`config.mk`:
```
export PLATFORM = sky130hd
export DESIGN_NAME = arpeggiator_note_walker
export DESIGN_NICKNAME = d
export VERILOG_FILES = /design/src/rtl/anw_pkg.sv /design/src/rtl/arpeggiator_note_walker.sv /design/src/rtl/anw_ram.sv /design/src/rtl/anw_rem.sv /design/src/rtl/anw_ctrl.sv /design/src/rtl/anw_datapath.sv
export VERILOG_INCLUDE_DIRS = /design/src /design/src/rtl
export SDC_FILE = /design/constraint.sdc
export NUM_CORES = 2
export LEC_CHECK = 0
export BUFFER_PORTS_ARGS = -buffer_cell sky130_fd_sc_hd__buf_2
export CAP_MARGIN = 10
export CORE_MARGIN = 8
export CORE_UTILIZATION = 25
export CTS_CLUSTER_DIAMETER = 80
export CTS_CLUSTER_SIZE = 25
export DETAILED_ROUTE_END_ITERATION = 8
export GPL_TIMING_DRIVEN = 0
export HOLD_SLACK_MARGIN = 0.05
export PLACE_DENSITY = 0.38
export SLEW_MARGIN = 10
export SYNTH_ARGS = -nofsm -noshare
export SYNTH_HDL_FRONTEND = slang
export SYNTH_SLANG_ARGS = --single-unit
```
`constraint.sdc`:
```
create_clock -name clock -period 19.7 [get_ports clock]
set_clock_uncertainty 0.2 [all_clocks]
set_input_delay 0.985 -clock clock [delete_from_list [all_inputs] [get_ports clock]]
set_output_delay 0.985 -clock clock [all_outputs]
set_load 0.01 [all_outputs]
```
`src/rtl/arpeggiator_note_walker_defines.svh`:
```
// Assertion macros used by the note walker datapath.
`ifndef ARPEGGIATOR_NOTE_WALKER_DEFINES_SVH
`define ARPEGGIATOR_NOTE_WALKER_DEFINES_SVH
`ifndef SYNTHESIS
`define ANW_ASSERT_IMPLIES(lbl, clk, rst, ante, cons) \
   lbl: assert property (@(posedge clk) disable iff (rst) (ante) |-> (cons)) \
      else $error("anw: %m check failed");
`define ANW_ASSERT_NEXT(lbl, clk, rst, ante, cons) \
   lbl: assert property (@(posedge clk) disable iff (rst) (ante) |=> (cons)) \
      else $error("anw: %m check failed");
`else
`define ANW_ASSERT_IMPLIES(lbl, clk, rst, ante, cons)
`define ANW_ASSERT_NEXT(lbl, clk, rst, ante, cons)
`endif
`endif

```
`src/rtl/anw_pkg.sv`:
```
// Shared constants, codes and controller/datapath interface types.
package anw_pkg;

   localparam int MAX_HELD_DEF = 16;
   localparam int PITCH_W      = 8;
   localparam int ORDER_W      = 32;
   localparam int REQ_DATA_W   = 24;
   localparam int RSP_DATA_W   = 24;
   localparam int CSR_IDX_W    = 2;
   localparam int CSR_DATA_W   = 5;

   localparam logic [1:0] CMD_RESTART = 2'd0;
   localparam logic [1:0] CMD_ADD     = 2'd1;
   localparam logic [1:0] CMD_REMOVE  = 2'd2;
   localparam logic [1:0] CMD_ADVANCE = 2'd3;

   localparam logic [3:0] MODE_ORDER     = 4'd0;
   localparam logic [3:0] MODE_UP        = 4'd1;
   localparam logic [3:0] MODE_DOWN      = 4'd2;
   localparam logic [3:0] MODE_UPDOWN    = 4'd3;
   localparam logic [3:0] MODE_DOWNUP    = 4'd4;
   localparam logic [3:0] MODE_UPANDDOWN = 4'd5;
   localparam logic [3:0] MODE_DOWNANDUP = 4'd6;
   localparam logic [3:0] MODE_CONVERGE  = 4'd7;
   localparam logic [3:0] MODE_DIVERGE   = 4'd8;
   localparam logic [3:0] MODE_RANDOM    = 4'd9;

   localparam logic [CSR_IDX_W-1:0] CSR_WALK_MODE    = 2'd0;
   localparam logic [CSR_IDX_W-1:0] CSR_OCTAVE_SPAN  = 2'd1;
   localparam logic [CSR_IDX_W-1:0] CSR_REMOVAL_LOCK = 2'd2;

   typedef struct packed {
      logic accept;
      logic decode;
      logic scan_rd;
      logic scan_ev;
      logic scan_end;
      logic shift_rd;
      logic shift_wr;
      logic commit;
      logic mod1_go;
      logic mod2_go;
      logic mod1_take;
      logic mod2_take;
      logic rk_i_rd;
      logic rk_i_ev;
      logic rk_j_rd;
      logic rk_j_ev;
      logic rk_chk;
      logic pick;
      logic out_rd;
      logic out_ev;
      logic respond;
   } ctl_cmd_type;

   typedef struct packed {
      logic [1:0] item_cmd;
      logic       total_zero;
      logic       full;
      logic       locked;
      logic       mode_order;
      logic       mode_random;
      logic       scan_last;
      logic       scan_hit;
      logic       shift_done;
      logic       rem_busy;
      logic       i_last;
      logic       j_last;
      logic       rank_hit;
      logic       out_free;
   } ctl_stat_type;

endpackage

```
`src/rtl/arpeggiator_note_walker.sv`:
```
// Arpeggiator note walker: held-note table and step picker.
//
// The req channel takes one command item at a time: restart the walk, add a
// note, remove a note or advance one step. Each item gives exactly one item
// on the rsp channel with the picked note (advance only), the octave offset
// and the number of held notes. The csr channel writes walk mode, octave
// span and removal lock; csr_ready is always high. Writes are meant to land
// while idle: the user must keep to that, the block itself does not enforce it.
// Each item walks the table with a registered read per entry visit and may
// use the remainder unit; one item is in work at a time.
// Reset empties the table, restarts the walk and sets walk mode to up.
// The result sits in an output register: the next req item is accepted
// while it waits, and a stalled rsp only holds the block at its final step.
module arpeggiator_note_walker #(
   parameter int MAX_HELD = anw_pkg::MAX_HELD_DEF
) (
   input  logic                              clock,
   input  logic                              reset,
   input  logic                              req_tvalid,
   output logic                              req_tready,
   // command[1:0], note_pitch[9:2], random_pick[17:10], zero fill
   input  logic [anw_pkg::REQ_DATA_W-1:0]    req_tdata,
   output logic                              rsp_tvalid,
   input  logic                              rsp_tready,
   // note_valid[0], chosen_pitch[8:1], chosen_slot[12:9], octave_shift[16:13],
   // held_count[21:17], zero fill
   output logic [anw_pkg::RSP_DATA_W-1:0]    rsp_tdata,
   input  logic                              csr_valid,
   output logic                              csr_ready,
   input  logic [anw_pkg::CSR_IDX_W-1:0]     csr_index,
   input  logic [anw_pkg::CSR_DATA_W-1:0]    csr_data
);
   import anw_pkg::*;

   ctl_cmd_type  ctl;
   ctl_stat_type stat;

   assign csr_ready = 1'b1;

   anw_ctrl u_ctrl (
      .clock      (clock),
      .reset      (reset),
      .req_tvalid (req_tvalid),
      .req_tready (req_tready),
      .stat       (stat),
      .ctl        (ctl)
   );

   anw_datapath #(.MAX_HELD(MAX_HELD)) u_dp (
      .clock      (clock),
      .reset      (reset),
      .ctl        (ctl),
      .stat       (stat),
      .req_tdata  (req_tdata),
      .csr_we     (csr_valid && csr_ready),
      .csr_index  (csr_index),
      .csr_data   (csr_data),
      .rsp_tready (rsp_tready),
      .rsp_tvalid (rsp_tvalid),
      .rsp_tdata  (rsp_tdata)
   );
endmodule

```
`src/rtl/anw_ram.sv`:
```
// Generic single-write, single-read RAM with registered read data.
module anw_ram #(
   parameter int WIDTH = 8,
   parameter int DEPTH = 16
) (
   input  logic                     clock,
   input  logic                     wr_en,
   input  logic [$clog2(DEPTH)-1:0] wr_addr,
   input  logic [WIDTH-1:0]         wr_data,
   input  logic [$clog2(DEPTH)-1:0] rd_addr,
   output logic [WIDTH-1:0]         rd_data
);
   logic [WIDTH-1:0] mem_ff [DEPTH];
   logic [WIDTH-1:0] rd_data_ff;

   always_ff @(posedge clock) begin
      if (wr_en) begin
         mem_ff[wr_addr] <= wr_data;
      end
      rd_data_ff <= mem_ff[rd_addr];
   end

   assign rd_data = rd_data_ff;
endmodule

```
`src/rtl/anw_rem.sv`:
```
// Restoring remainder unit, one dividend bit per cycle.
module anw_rem #(
   parameter int D_W = 8
) (
   input  logic           clock,
   input  logic           reset,
   input  logic           start,
   input  logic [D_W-1:0] dividend,
   input  logic [D_W-1:0] divisor,
   output logic           busy,
   output logic [D_W-1:0] remainder
);
   localparam int CW = $clog2(D_W + 1);

   logic [D_W-1:0] num_ff, num_in, den_ff, den_in, rem_ff, rem_in;
   logic [CW-1:0]  cnt_ff, cnt_in;
   logic           busy_ff, busy_in;
   logic [D_W:0]   trial;

   always_comb begin
      num_in  = num_ff;
      den_in  = den_ff;
      rem_in  = rem_ff;
      cnt_in  = cnt_ff;
      busy_in = busy_ff;
      trial   = {rem_ff, num_ff[D_W-1]};
      if (start) begin
         num_in  = dividend;
         den_in  = divisor;
         rem_in  = '0;
         cnt_in  = CW'(D_W);
         busy_in = 1'b1;
      end else if (busy_ff) begin
         num_in = {num_ff[D_W-2:0], 1'b0};
         if (trial >= {1'b0, den_ff}) begin
            rem_in = D_W'(trial - {1'b0, den_ff});
         end else begin
            rem_in = trial[D_W-1:0];
         end
         cnt_in  = cnt_ff - CW'(1);
         busy_in = (cnt_ff != CW'(1));
      end
   end

   always_ff @(posedge clock) begin
      if (reset) begin
         busy_ff <= 1'b0;
         cnt_ff  <= '0;
      end else begin
         busy_ff <= busy_in;
         cnt_ff  <= cnt_in;
      end
      num_ff <= num_in;
      den_ff <= den_in;
      rem_ff <= rem_in;
   end

   assign busy      = busy_ff;
   assign remainder = rem_ff;
endmodule

```
`src/rtl/anw_ctrl.sv`:
```
// Sequencer for the note walker: steps each command through table scans and picks.
module anw_ctrl (
   input  logic                  clock,
   input  logic                  reset,
   input  logic                  req_tvalid,
   output logic                  req_tready,
   input  anw_pkg::ctl_stat_type stat,
   output anw_pkg::ctl_cmd_type  ctl
);
   import anw_pkg::*;

   typedef enum logic [21:0] {
      S_IDLE      = 22'h000001,
      S_DECODE    = 22'h000002,
      S_SCAN_RD   = 22'h000004,
      S_SCAN_EV   = 22'h000008,
      S_SCAN_END  = 22'h000010,
      S_SHIFT_CHK = 22'h000020,
      S_SHIFT_RD  = 22'h000040,
      S_SHIFT_WR  = 22'h000080,
      S_COMMIT    = 22'h000100,
      S_MOD1_GO   = 22'h000200,
      S_MOD1_WAIT = 22'h000400,
      S_MOD2_GO   = 22'h000800,
      S_MOD2_WAIT = 22'h001000,
      S_RK_I_RD   = 22'h002000,
      S_RK_I_EV   = 22'h004000,
      S_RK_J_RD   = 22'h008000,
      S_RK_J_EV   = 22'h010000,
      S_RK_CHK    = 22'h020000,
      S_PICK      = 22'h040000,
      S_OUT_RD    = 22'h080000,
      S_OUT_EV    = 22'h100000,
      S_RESPOND   = 22'h200000
   } state_type;

   state_type state_ff, state_in;

   always_comb begin
      state_in   = state_ff;
      ctl        = '0;
      req_tready = 1'b0;
      unique case (state_ff)
         S_IDLE: begin
            req_tready = 1'b1;
            ctl.accept = req_tvalid;
            if (req_tvalid) state_in = S_DECODE;
         end
         S_DECODE: begin
            ctl.decode = 1'b1;
            unique case (stat.item_cmd)
               CMD_RESTART: state_in = stat.total_zero ? S_RESPOND : S_SCAN_RD;
               CMD_ADD: begin
                  if (stat.full) state_in = S_RESPOND;
                  else if (stat.total_zero) state_in = S_SHIFT_CHK;
                  else state_in = S_SCAN_RD;
               end
               CMD_REMOVE: begin
                  state_in = (stat.locked || stat.total_zero) ? S_RESPOND : S_SCAN_RD;
               end
               default: state_in = stat.total_zero ? S_RESPOND : S_MOD1_GO;
            endcase
         end
         S_SCAN_RD: begin
            ctl.scan_rd = 1'b1;
            state_in    = S_SCAN_EV;
         end
         S_SCAN_EV: begin
            ctl.scan_ev = 1'b1;
            state_in    = stat.scan_last ? S_SCAN_END : S_SCAN_RD;
         end
         S_SCAN_END: begin
            ctl.scan_end = 1'b1;
            unique case (stat.item_cmd)
               CMD_ADD:    state_in = stat.scan_hit ? S_RESPOND : S_SHIFT_CHK;
               CMD_REMOVE: state_in = stat.scan_hit ? S_SHIFT_CHK : S_RESPOND;
               default:    state_in = S_RESPOND;
            endcase
         end
         S_SHIFT_CHK: state_in = stat.shift_done ? S_COMMIT : S_SHIFT_RD;
         S_SHIFT_RD: begin
            ctl.shift_rd = 1'b1;
            state_in     = S_SHIFT_WR;
         end
         S_SHIFT_WR: begin
            ctl.shift_wr = 1'b1;
            state_in     = S_SHIFT_CHK;
         end
         S_COMMIT: begin
            ctl.commit = 1'b1;
            state_in   = S_RESPOND;
         end
         S_MOD1_GO: begin
            ctl.mod1_go = 1'b1;
            state_in    = S_MOD1_WAIT;
         end
         S_MOD1_WAIT: begin
            ctl.mod1_take = !stat.rem_busy;
            if (!stat.rem_busy) begin
               if (stat.mode_random) state_in = S_MOD2_GO;
               else if (stat.mode_order) state_in = S_RK_I_RD;
               else state_in = S_PICK;
            end
         end
         S_MOD2_GO: begin
            ctl.mod2_go = 1'b1;
            state_in    = S_MOD2_WAIT;
         end
         S_MOD2_WAIT: begin
            ctl.mod2_take = !stat.rem_busy;
            if (!stat.rem_busy) state_in = S_PICK;
         end
         S_RK_I_RD: begin
            ctl.rk_i_rd = 1'b1;
            state_in    = S_RK_I_EV;
         end
         S_RK_I_EV: begin
            ctl.rk_i_ev = 1'b1;
            state_in    = S_RK_J_RD;
         end
         S_RK_J_RD: begin
            ctl.rk_j_rd = 1'b1;
            state_in    = S_RK_J_EV;
         end
         S_RK_J_EV: begin
            ctl.rk_j_ev = 1'b1;
            state_in    = stat.j_last ? S_RK_CHK : S_RK_J_RD;
         end
         S_RK_CHK: begin
            ctl.rk_chk = 1'b1;
            state_in   = (stat.rank_hit || stat.i_last) ? S_PICK : S_RK_I_RD;
         end
         S_PICK: begin
            ctl.pick = 1'b1;
            state_in = S_OUT_RD;
         end
         S_OUT_RD: begin
            ctl.out_rd = 1'b1;
            state_in   = S_OUT_EV;
         end
         S_OUT_EV: begin
            ctl.out_ev = 1'b1;
            state_in   = S_RESPOND;
         end
         S_RESPOND: begin
            ctl.respond = stat.out_free;
            if (stat.out_free) state_in = S_IDLE;
         end
         default: state_in = S_IDLE;
      endcase
   end

   always_ff @(posedge clock) begin
      if (reset) begin
         state_ff <= S_IDLE;
      end else begin
         state_ff <= state_in;
      end
   end
endmodule

```
`src/rtl/anw_datapath.sv`:
```
// Note table, walk state, remainder unit and result register of the note walker.
`include "arpeggiator_note_walker_defines.svh"
module anw_datapath #(
   parameter int MAX_HELD = anw_pkg::MAX_HELD_DEF
) (
   input  logic                              clock,
   input  logic                              reset,
   input  anw_pkg::ctl_cmd_type              ctl,
   output anw_pkg::ctl_stat_type             stat,
   input  logic [anw_pkg::REQ_DATA_W-1:0]    req_tdata,
   input  logic                              csr_we,
   input  logic [anw_pkg::CSR_IDX_W-1:0]     csr_index,
   input  logic [anw_pkg::CSR_DATA_W-1:0]    csr_data,
   input  logic                              rsp_tready,
   output logic                              rsp_tvalid,
   output logic [anw_pkg::RSP_DATA_W-1:0]    rsp_tdata
);
   import anw_pkg::*;

   localparam int IDX_W = $clog2(MAX_HELD);
   localparam int CNT_W = $clog2(MAX_HELD + 1);
   localparam int SU    = $clog2(2 * MAX_HELD);
   localparam int WP_W  = SU + 1;
   localparam int SW    = SU + 2;
   localparam int D_W   = ($clog2(2 * MAX_HELD + 1) > 8) ? $clog2(2 * MAX_HELD + 1) : 8;
   localparam int ENT_W = ORDER_W + PITCH_W;
   localparam logic signed [SW-1:0] ONE_S = SW'(1);
   localparam logic signed [SW-1:0] TWO_S = SW'(2);

   // configuration
   logic [3:0]        mode_ff, mode_in;
   logic signed [4:0] span_ff, span_in;
   logic              lock_ff, lock_in;
   // item
   logic [1:0]               cmd_ff, cmd_in;
   logic signed [PITCH_W-1:0] pitch_ff, pitch_in;
   logic [7:0]               rnd_ff, rnd_in;
   // walk state
   logic [CNT_W-1:0]       total_ff, total_in;
   logic [ORDER_W-1:0]     oc_ff, oc_in;
   logic signed [WP_W-1:0] wpos_ff, wpos_in;
   logic [IDX_W-1:0]       cur_ff, cur_in;
   logic signed [3:0]      oct_ff, oct_in;
   logic signed [1:0]      head_ff, head_in;
   // work registers
   logic [CNT_W-1:0]   idx_ff, idx_in, jdx_ff, jdx_in, below_ff, below_in, pos_ff, pos_in;
   logic [ORDER_W-1:0] key_ff, key_in;
   logic               hit_ff, hit_in, posfound_ff, posfound_in;
   logic [SU-1:0]      s_ff, s_in;
   logic [IDX_W-1:0]   rmod_ff, rmod_in, rank_ff, rank_in;
   logic               vres_ff, vres_in;
   logic [PITCH_W-1:0] rpitch_ff, rpitch_in;
   logic               rsp_valid_ff, rsp_valid_in;
   logic [RSP_DATA_W-1:0] rsp_data_ff, rsp_data_in;

   // memory and remainder unit
   logic                  wr_en;
   logic [IDX_W-1:0]      wr_addr, rd_addr;
   logic [ENT_W-1:0]      wr_data, rd_data;
   logic                  rem_start, rem_busy;
   logic [D_W-1:0]        rem_num, rem_den, rem_out;

   logic signed [PITCH_W-1:0] rd_pitch;
   logic [ORDER_W-1:0]        rd_order;
   logic [CNT_W-1:0]          total_m1, idx_m1, idx_p1, shift_addr;
   logic signed [WP_W:0]      wp1;
   logic [D_W-1:0]            n_d, mod1_den;
   logic signed [SW-1:0]      n_s, s_v, h_v, rank_s, rmod_s, below_s, slot_raw, slot_rev;
   logic signed [SW-1:0]      slot_c, s_new;
   logic signed [4:0]         sp_c, now_c, hd_c;
   logic                      both_c;
   logic [IDX_W+3:0]          slot_ext;
   logic [CNT_W+4:0]          count_ext;

   assign rd_pitch = signed'(rd_data[PITCH_W-1:0]);
   assign rd_order = rd_data[ENT_W-1:PITCH_W];
   assign total_m1 = total_ff - CNT_W'(1);
   assign idx_m1   = idx_ff - CNT_W'(1);
   assign idx_p1   = idx_ff + CNT_W'(1);
   assign shift_addr = (cmd_ff == CMD_ADD) ? idx_m1 : idx_p1;

   always_comb begin
      if (ctl.rk_j_rd) rd_addr = jdx_ff[IDX_W-1:0];
      else if (ctl.shift_rd) rd_addr = shift_addr[IDX_W-1:0];
      else if (ctl.out_rd) rd_addr = cur_ff;
      else rd_addr = idx_ff[IDX_W-1:0];
   end

   always_comb begin
      wr_en   = 1'b0;
      wr_addr = idx_ff[IDX_W-1:0];
      wr_data = rd_data;
      if (ctl.shift_wr) begin
         wr_en = 1'b1;
      end else if (ctl.commit && cmd_ff == CMD_ADD) begin
         wr_en   = 1'b1;
         wr_addr = pos_ff[IDX_W-1:0];
         wr_data = {oc_ff + ORDER_W'(1), pitch_ff};
      end
   end

   anw_ram #(.WIDTH(ENT_W), .DEPTH(MAX_HELD)) u_notes (
      .clock   (clock),
      .wr_en   (wr_en),
      .wr_addr (wr_addr),
      .wr_data (wr_data),
      .rd_addr (rd_addr),
      .rd_data (rd_data)
   );

   // remainder operands: walk position step, or random value against the note count
   assign wp1 = {wpos_ff[WP_W-1], wpos_ff} + (WP_W+1)'(1);
   assign n_d = D_W'(total_ff);
   always_comb begin
      case (mode_ff) inside
         MODE_UPDOWN, MODE_DOWNUP: begin
            mod1_den = (total_ff >= CNT_W'(2)) ? (n_d + n_d - D_W'(2)) : D_W'(1);
         end
         MODE_UPANDDOWN, MODE_DOWNANDUP: mod1_den = n_d + n_d;
         default: mod1_den = n_d;
      endcase
   end
   assign rem_start = ctl.mod1_go || ctl.mod2_go;
   assign rem_num   = ctl.mod2_go ? D_W'(rnd_ff) : D_W'(wp1);
   assign rem_den   = ctl.mod2_go ? n_d : mod1_den;

   anw_rem #(.D_W(D_W)) u_rem (
      .clock     (clock),
      .reset     (reset),
      .start     (rem_start),
      .dividend  (rem_num),
      .divisor   (rem_den),
      .busy      (rem_busy),
      .remainder (rem_out)
   );

   // octave walk step, taken when the walk position comes back to zero
   always_comb begin
      sp_c   = span_ff;
      both_c = 1'b0;
      if (sp_c > 5'sd10) sp_c = 5'sd10;
      if (sp_c < -5'sd10) sp_c = -5'sd10;
      if (sp_c > 5'sd5) begin
         sp_c   = sp_c - 5'sd5;
         both_c = 1'b1;
      end
      if (sp_c < -5'sd5) begin
         sp_c   = sp_c + 5'sd5;
         both_c = 1'b1;
      end
      now_c = 5'(oct_ff);
      hd_c  = 5'(head_ff);
      if (sp_c == 5'sd0) begin
         now_c = 5'sd0;
         hd_c  = 5'sd0;
      end else if (sp_c > 5'sd0) begin
         if (hd_c == 5'sd0) begin
            hd_c = 5'sd1;
         end else begin
            now_c = now_c + hd_c;
            if (now_c > sp_c) begin
               now_c = both_c ? sp_c : 5'sd0;
               hd_c  = both_c ? -5'sd1 : 5'sd1;
            end else if (now_c < 5'sd0) begin
               now_c = 5'sd0;
               hd_c  = 5'sd1;
            end
         end
      end else begin
         if (hd_c == 5'sd0) begin
            hd_c = -5'sd1;
         end else begin
            now_c = now_c + hd_c;
            if (now_c < sp_c) begin
               now_c = both_c ? sp_c : 5'sd0;
               hd_c  = both_c ? 5'sd1 : -5'sd1;
            end else if (now_c > 5'sd0) begin
               now_c = 5'sd0;
               hd_c  = -5'sd1;
            end
         end
      end
   end

   // slot pick from the reduced walk position
   assign n_s     = SW'(total_ff);
   assign s_v     = SW'(s_ff);
   assign h_v     = s_v >>> 1;
   assign rank_s  = SW'(rank_ff);
   assign rmod_s  = SW'(rmod_ff);
   assign below_s = SW'(below_ff);
   always_comb begin
      case (mode_ff) inside
         MODE_ORDER: slot_raw = rank_s;
         MODE_UP, MODE_DOWN: slot_raw = s_v;
         MODE_UPDOWN, MODE_DOWNUP: begin
            if (n_s >= TWO_S) begin
               slot_raw = (s_v < n_s - ONE_S) ? s_v : (n_s + n_s - TWO_S - s_v);
            end else begin
               slot_raw = '0;
            end
         end
         MODE_UPANDDOWN, MODE_DOWNANDUP: begin
            slot_raw = (s_v < n_s) ? s_v : (n_s + n_s - ONE_S - s_v);
         end
         MODE_CONVERGE: slot_raw = s_ff[0] ? (n_s - h_v - ONE_S) : h_v;
         MODE_DIVERGE: slot_raw = (n_s >>> 1) + (s_ff[0] ? (-h_v - ONE_S) : h_v);
         MODE_RANDOM: slot_raw = rmod_s;
         default: slot_raw = '0;
      endcase
      if (mode_ff == MODE_DOWN || mode_ff == MODE_DOWNUP || mode_ff == MODE_DOWNANDUP) begin
         slot_rev = n_s - slot_raw - ONE_S;
      end else begin
         slot_rev = slot_raw;
      end
      slot_c = slot_rev;
      if (slot_c < 0) slot_c = '0;
      if (slot_c > n_s - ONE_S) slot_c = n_s - ONE_S;
      // unknown modes leave the walk position where it was
      s_new = (mode_ff > MODE_RANDOM) ? SW'(wpos_ff) : s_v;
   end

   assign slot_ext  = (IDX_W+4)'(cur_ff);
   assign count_ext = (CNT_W+5)'(total_ff);

   always_comb begin
      mode_in     = mode_ff;
      span_in     = span_ff;
      lock_in     = lock_ff;
      cmd_in      = cmd_ff;
      pitch_in    = pitch_ff;
      rnd_in      = rnd_ff;
      total_in    = total_ff;
      oc_in       = oc_ff;
      wpos_in     = wpos_ff;
      cur_in      = cur_ff;
      oct_in      = oct_ff;
      head_in     = head_ff;
      idx_in      = idx_ff;
      jdx_in      = jdx_ff;
      below_in    = below_ff;
      pos_in      = pos_ff;
      key_in      = key_ff;
      hit_in      = hit_ff;
      posfound_in = posfound_ff;
      s_in        = s_ff;
      rmod_in     = rmod_ff;
      rank_in     = rank_ff;
      vres_in     = vres_ff;
      rpitch_in   = rpitch_ff;
      rsp_valid_in = rsp_valid_ff;
      rsp_data_in  = rsp_data_ff;

      if (csr_we) begin
         unique case (csr_index)
            CSR_WALK_MODE:    mode_in = csr_data[3:0];
            CSR_OCTAVE_SPAN:  span_in = signed'(csr_data);
            CSR_REMOVAL_LOCK: lock_in = csr_data[0];
            default: ;
         endcase
      end

      if (ctl.accept) begin
         cmd_in   = req_tdata[1:0];
         pitch_in = signed'(req_tdata[9:2]);
         rnd_in   = req_tdata[17:10];
      end

      if (ctl.decode) begin
         idx_in      = '0;
         pos_in      = total_ff;
         hit_in      = 1'b0;
         posfound_in = 1'b0;
         rank_in     = '0;
         vres_in     = 1'b0;
         rpitch_in   = '0;
         if (cmd_ff == CMD_RESTART) begin
            wpos_in = '1;
            cur_in  = '0;
            oct_in  = '0;
            head_in = '0;
            oc_in   = '0;
         end else if (cmd_ff == CMD_ADVANCE && total_ff == '0) begin
            oc_in = '0;
         end
      end

      if (ctl.scan_ev) begin
         if (cmd_ff == CMD_RESTART && rd_order > oc_ff) begin
            oc_in = rd_order + ORDER_W'(1);
         end
         if (rd_pitch == pitch_ff) begin
            hit_in = 1'b1;
            if (cmd_ff == CMD_REMOVE && !hit_ff) pos_in = idx_ff;
         end
         // insertion point: first entry not below the new pitch
         if (cmd_ff == CMD_ADD && !posfound_ff && !(rd_pitch < pitch_ff)) begin
            pos_in      = idx_ff;
            posfound_in = 1'b1;
         end
         idx_in = idx_p1;
      end

      if (ctl.scan_end) begin
         idx_in = (cmd_ff == CMD_ADD) ? total_ff : pos_ff;
      end

      if (ctl.shift_wr) begin
         idx_in = (cmd_ff == CMD_ADD) ? idx_m1 : idx_p1;
      end

      if (ctl.commit) begin
         if (cmd_ff == CMD_ADD) begin
            oc_in    = oc_ff + ORDER_W'(1);
            total_in = total_ff + CNT_W'(1);
         end else begin
            total_in = total_m1;
         end
      end

      if (ctl.mod1_take) s_in = rem_out[SU-1:0];
      if (ctl.mod2_take) rmod_in = rem_out[IDX_W-1:0];

      if (ctl.rk_i_ev) begin
         key_in   = rd_order;
         jdx_in   = '0;
         below_in = '0;
      end
      if (ctl.rk_j_ev) begin
         if (rd_order < key_ff) below_in = below_ff + CNT_W'(1);
         jdx_in = jdx_ff + CNT_W'(1);
      end
      if (ctl.rk_chk) begin
         if (below_s == s_v) rank_in = idx_ff[IDX_W-1:0];
         else idx_in = idx_p1;
      end

      if (ctl.pick) begin
         vres_in = 1'b1;
         cur_in  = slot_c[IDX_W-1:0];
         wpos_in = signed'(s_new[WP_W-1:0]);
         if (s_new == '0) begin
            oct_in  = signed'(now_c[3:0]);
            head_in = signed'(hd_c[1:0]);
         end
      end

      if (ctl.out_ev) rpitch_in = rd_data[PITCH_W-1:0];

      if (ctl.respond) begin
         rsp_valid_in = 1'b1;
         rsp_data_in  = {2'b00, count_ext[4:0], oct_ff, (vres_ff ? slot_ext[3:0] : 4'd0),
                         (vres_ff ? rpitch_ff : 8'd0), vres_ff};
      end else if (rsp_tready) begin
         rsp_valid_in = 1'b0;
      end
   end

   always_ff @(posedge clock) begin
      if (reset) begin
         mode_ff      <= MODE_UP;
         span_ff      <= '0;
         lock_ff      <= 1'b0;
         total_ff     <= '0;
         oc_ff        <= '0;
         wpos_ff      <= '1;
         cur_ff       <= '0;
         oct_ff       <= '0;
         head_ff      <= '0;
         vres_ff      <= 1'b0;
         rsp_valid_ff <= 1'b0;
      end else begin
         mode_ff      <= mode_in;
         span_ff      <= span_in;
         lock_ff      <= lock_in;
         total_ff     <= total_in;
         oc_ff        <= oc_in;
         wpos_ff      <= wpos_in;
         cur_ff       <= cur_in;
         oct_ff       <= oct_in;
         head_ff      <= head_in;
         vres_ff      <= vres_in;
         rsp_valid_ff <= rsp_valid_in;
      end
      cmd_ff      <= cmd_in;
      pitch_ff    <= pitch_in;
      rnd_ff      <= rnd_in;
      idx_ff      <= idx_in;
      jdx_ff      <= jdx_in;
      below_ff    <= below_in;
      pos_ff      <= pos_in;
      key_ff      <= key_in;
      hit_ff      <= hit_in;
      posfound_ff <= posfound_in;
      s_ff        <= s_in;
      rmod_ff     <= rmod_in;
      rank_ff     <= rank_in;
      rpitch_ff   <= rpitch_in;
      rsp_data_ff <= rsp_data_in;
   end

   always_comb begin
      stat.item_cmd    = cmd_ff;
      stat.total_zero  = (total_ff == '0);
      stat.full        = (total_ff >= CNT_W'(MAX_HELD));
      stat.locked      = lock_ff;
      stat.mode_order  = (mode_ff == MODE_ORDER);
      stat.mode_random = (mode_ff == MODE_RANDOM);
      stat.scan_last   = (idx_ff == total_m1);
      stat.scan_hit    = hit_ff;
      stat.shift_done  = (cmd_ff == CMD_ADD) ? (idx_ff == pos_ff) : (idx_ff == total_m1);
      stat.rem_busy    = rem_busy;
      stat.i_last      = (idx_ff == total_m1);
      stat.j_last      = (jdx_ff == total_m1);
      stat.rank_hit    = (below_s == s_v);
      stat.out_free    = !rsp_valid_ff || rsp_tready;
   end

   assign rsp_tvalid = rsp_valid_ff;
   assign rsp_tdata  = rsp_data_ff;

   `ANW_ASSERT_IMPLIES(a_total_bound, clock, reset, 1'b1, total_ff <= CNT_W'(MAX_HELD))
   `ANW_ASSERT_NEXT(a_pick_in_range, clock, reset, ctl.pick, CNT_W'(cur_ff) < total_ff)
   `ANW_ASSERT_IMPLIES(a_rem_idle_at_start, clock, reset, rem_start, !rem_busy)
   `ANW_ASSERT_IMPLIES(a_scan_in_table, clock, reset, ctl.scan_ev, idx_ff < total_ff)
endmodule

```
==> metrics.md <==
| Metric | Value |
|---|---|
| Wire per inst | `around 23 µm` |
| Slowest-stage cell, CP | `xnor2_1` |
| Starting Density | `25.2%` |
| Max-Cap Viols | `0` |
| Pre-antenna DRT Iters | `6` |
| Post-synthesis register bit count | `911` |
| Vias per cell | `4.80` |
| Hpwl dp | `between 100 and 150 mm` |
| Final nets | `4323` |
| Power per Cell Area | `roughly 100 nW/µm²` |
| Crit path arrival time | `9.23 ns` |
| Routed WL | `151 mm` |
| DIE AREA | `185000 µm²` |
| First-pass GRT wire length | `around 220 mm` |
| Lkg Pwr | `about 17 nW` |
| Status | `complete, no violations` |
| Seq/Total Area, Yosys | `roughly three fifths` |
| Synth top area share | `52.7%` |
| Crit Path Class | `flop to flop` |
| Maximum vdd ir drop | `0.0000689 V` |
| Post-cts resize count | `0` |
| DR top layer | `met4` |
| Number of global-route vias before repair | `around 30000` |
| CTS root buffer | `clkbuf_16` |
| Synthesis warning total | `0` |
| Routed vias | `30800` |
| Cell Rows | `approximately 150` |
| Filler Cell Count | `17700` |
| DR DRC count | `0` |
| CTS tree | `done` |
| Synth unique cells | `86` |
| Cts hold-fix bufs | `0` |
| Worst-skew pair later-pin latency | `0.73 ns` |
| Post-DRT Antenna Nets | `0` |
| Mapped Area | `42800 µm²` |
| Port bufs | `52` |
| Largest net degree at the start of global routing | `27` |
| Share of layout cells above drive strength 1 | `8.85%` |
| Grt ovf | `0` |
| CTS H-tree depth | `3` |
| Fin Setup TNS | `0 ns` |
| Top cells by area, synth | `edfxtp_1 53%, dfxtp_1 7.5%, nand2_1 6.7%` |
| Final Cycle Share | `44.9%` |
| All-Layer GR Usage | `15.8%` |
| Pint | `between 3 and 4 mW` |
| Flop pwr share | `46.6%` |
| Slew HR | `19.7%` |
| Final setup vio count | `0` |
| Die height | `430 µm` |
| Area Overhead vs Synth | `16.1%` |
| Minimum clock period | `8.84 ns` |
| Core area | `between 150000 and 200000 µm²` |
| Synth Flop Type | `edfxtp_1` |
| Net switching power | `roughly 1.7 mW` |
| Synth async-reset ratio | `0%` |
| Avg Inst Size Synth | `~11 µm²` |
| Num CTS Buffers | `70` |
| Largest stage delay on the critical path | `0.73 ns` |
| Fmax | `0.113 GHz` |
| Clk buf depth | `3` |
| Switching Fraction | `between 30% and 40%` |
| Crit. End Element | `flop` |
| Chip width | `approximately 430 µm` |
| Cells after synthesis | `3954` |
| RSZ-0062 raised after global routing | `no` |
| Final core occ | `between 20% and 30%` |
| CP Max Fanout | `10` |
| Max Slew Vio Count | `0` |
| Least-Margin Pin Slew | `1.20 ns` |
| Worst-path clk slew | `about 0.09 ns` |
| Metal2 WL | `around 70 mm` |
| Comb power frac | `21.6%` |
| Io pins | `63` |
| Number of synthesized flops with an enable pin | `750` |
| Critical Path RT | `~20 ns` |
| Met3 routed WL | `6.07 mm` |
| CTS Sinks | `911` |
| Post-CTS Setup Bufs | `0` |
| Final Hold Violating Endpoints | `0` |
| First DRT Iteration DRCs | `between 2000 and 2500` |
| Crit path launch type | `flop` |
| DRT met1 WL | `69.6 mm` |
| Hold crit path type | `primary input to flop` |
| Antenna violations before repair | `0` |
| Placer congestion estimate | `roughly 0.82` |
| Clock power frac | `a little under a third` |
| Area leader, netlist | `edfxtp_1` |
[power groups by stage]
stage	Sequential (mW)	Clock (mW)	Combinational, mW
after floorplan	2.37	0	0.608
final	2.37	1.62	1.10
after global placement	2.43	0	1.05
after global routing	2.38	1.73	1.21
after CTS	2.37	1.67	1.11
after detailed placement	2.42	0	1.11
[cells by family after synthesis]
| family | Yosys count | synth area share, % |
|---|---|---|
| AO/OA/AOI/OAI | 913 | 12.8 |
| AND/OR/NAND/NOR | 1418 | 15.0 |
| other | 2 | 0.0176 |
| adder cells (fa/ha/maj) | 155 | 4.64 |
| flip-flops | 911 | 60.2 |
| XOR/XNOR | 140 | 2.87 |
| multiplexers | 38 | 0.898 |
| buffers and inverters | 377 | 3.52 |
[cell type report]
cell class / count / area [µm²] / share of cell area (%)
diodes: 4 / 10.0 / 0.0202
plain buffers: 222 / 923 / 1.86
clock buffers: 73 / 1810 / 3.64
clock inverters: 56 / 737 / 1.48
inverters: 155 / 582 / 1.17
multi-input cells: 2667 / 15800 / 31.8
flip-flops and latches: 911 / 25700 / 51.8
well taps: 2218 / 2780 / 5.59
repair buffers: 108 / 1290 / 2.61
[flip-flops by register name (all words and copies together), names as in the netlist, 5 cells and up]
name / flops
u_dp.u_rem.num_ff: 8
u_ctrl.state_ff: 22
u_dp.pitch_ff: 8
u_dp.rsp_tdata: 22
u_dp.key_ff: 32
u_dp.u_rem.den_ff: 8
u_dp.rnd_ff: 8
u_dp.u_notes.rd_data: 40
u_dp.oc_ff: 32
u_dp.pos_ff: 5
u_dp.wpos_ff: 6
u_dp.s_ff: 5
u_dp.jdx_ff: 5
u_dp.below_ff: 5
u_dp.u_notes.mem_ff: 640
u_dp.rpitch_ff: 8
u_dp.u_rem.remainder: 8
u_dp.total_ff: 5
u_dp.span_ff: 5
u_dp.idx_ff: 5
[worst paths after layout]
path | from | endpoint | slack [ns] | depth (start not counted)
worst max-delay path | u_dp.total_ff[0]$_SDFFE_PP0N_ | u_dp.cur_ff[3]$_SDFFE_PP0P_ | 10.86 | 27
worst min-delay path | req_tdata[11] | u_dp.rnd_ff[1]$_DFFE_PP_ | 0.25 | 1
worst max register to register | u_dp.total_ff[0]$_SDFFE_PP0N_ | u_dp.cur_ff[3]$_SDFFE_PP0P_ | 10.86 | 27
worst min register to register | u_dp.posfound_ff$_DFF_P_ | u_dp.posfound_ff$_DFF_P_ | 0.25 | 2
[metrics by stage]
| stage | power [mW] | worst slack, ns | cells | instance area (µm²) | hold WS (ns) |
|---|---|---|---|---|---|
| 2_1_floorplan | 2.97 | 13.32 | 3955 | 42800 | 0.223 |
| 3_3_place_gp | 3.48 | 10.90 | 6225 | 45800 | 0.232 |
| 3_5_place_dp | 3.52 | 10.96 | 6281 | 47100 | 0.242 |
| 4_1_cts | 5.15 | 10.93 | 6410 | 49600 | 0.191 |
| 5_1_grt | 5.32 | 10.30 | 6410 | 49600 | 0.198 |
| 6_report | 5.09 | 10.86 | 6414 | 49700 | 0.248 |
[worst max-delay path: cells and delay by family (launching register included)]
kind,cells,cell delay (ns)
adders and majority gates,4,1.42
buffers and inverters,3,1.32
muxes,1,0.34
DFF,1,0.65
AOI/OAI and AO/OA,14,3.25
and+or+nand+nor,3,0.54
xor gates and xnor gates,2,1.01
[Yosys cell counts, types with 9 or more instances]
cell,count
a211oi_1,23
a21o_1,32
a21oi_1,486
a22oi_1,9
a31oi_1,23
a32oi_1,54
and2_1,30
and3_1,17
and4_1,10
buf_1,12
buf_2,42
clkbuf_1,161
dfxtp_1,161
edfxtp_1,750
ha_1,145
inv_1,152
mux2i_1,35
nand2_1,765
nand2b_1,34
nand3_1,112
nand3b_1,9
nand4_1,32
nand4b_1,9
nor2_1,225
nor2b_1,24
nor3_1,68
nor4_1,20
o211ai_1,15
o21ai_0,130
o311ai_1,40
o31ai_1,11
or2_2,10
xnor2_1,107
xor2_1,33
[layout by cell type (no fill, tap or decap), types with 54 or more instances in the layout]
cell type / n
xnor2_1: 107
clkbuf_16: 72
inv_1: 151
o21ai_0: 103
buf_2: 94
ha_1: 145
nand3_1: 112
nor2_1: 209
nand2_1: 765
a21oi_1: 479
nor3_1: 68
clkbuf_1: 162
a32oi_1: 54
edfxtp_1: 750
dfxtp_1: 161
[routing by layer]
metal / global-route usage [%] / vias to the layer above
met3: 2.16 / 180
met4: 3.89 / 0
met2: 26.5 / 687
met5: 0 / -
met1: 21.6 / 15200
li1: - / 14700
Note: power is estimated with default switching activity, not from simulation.
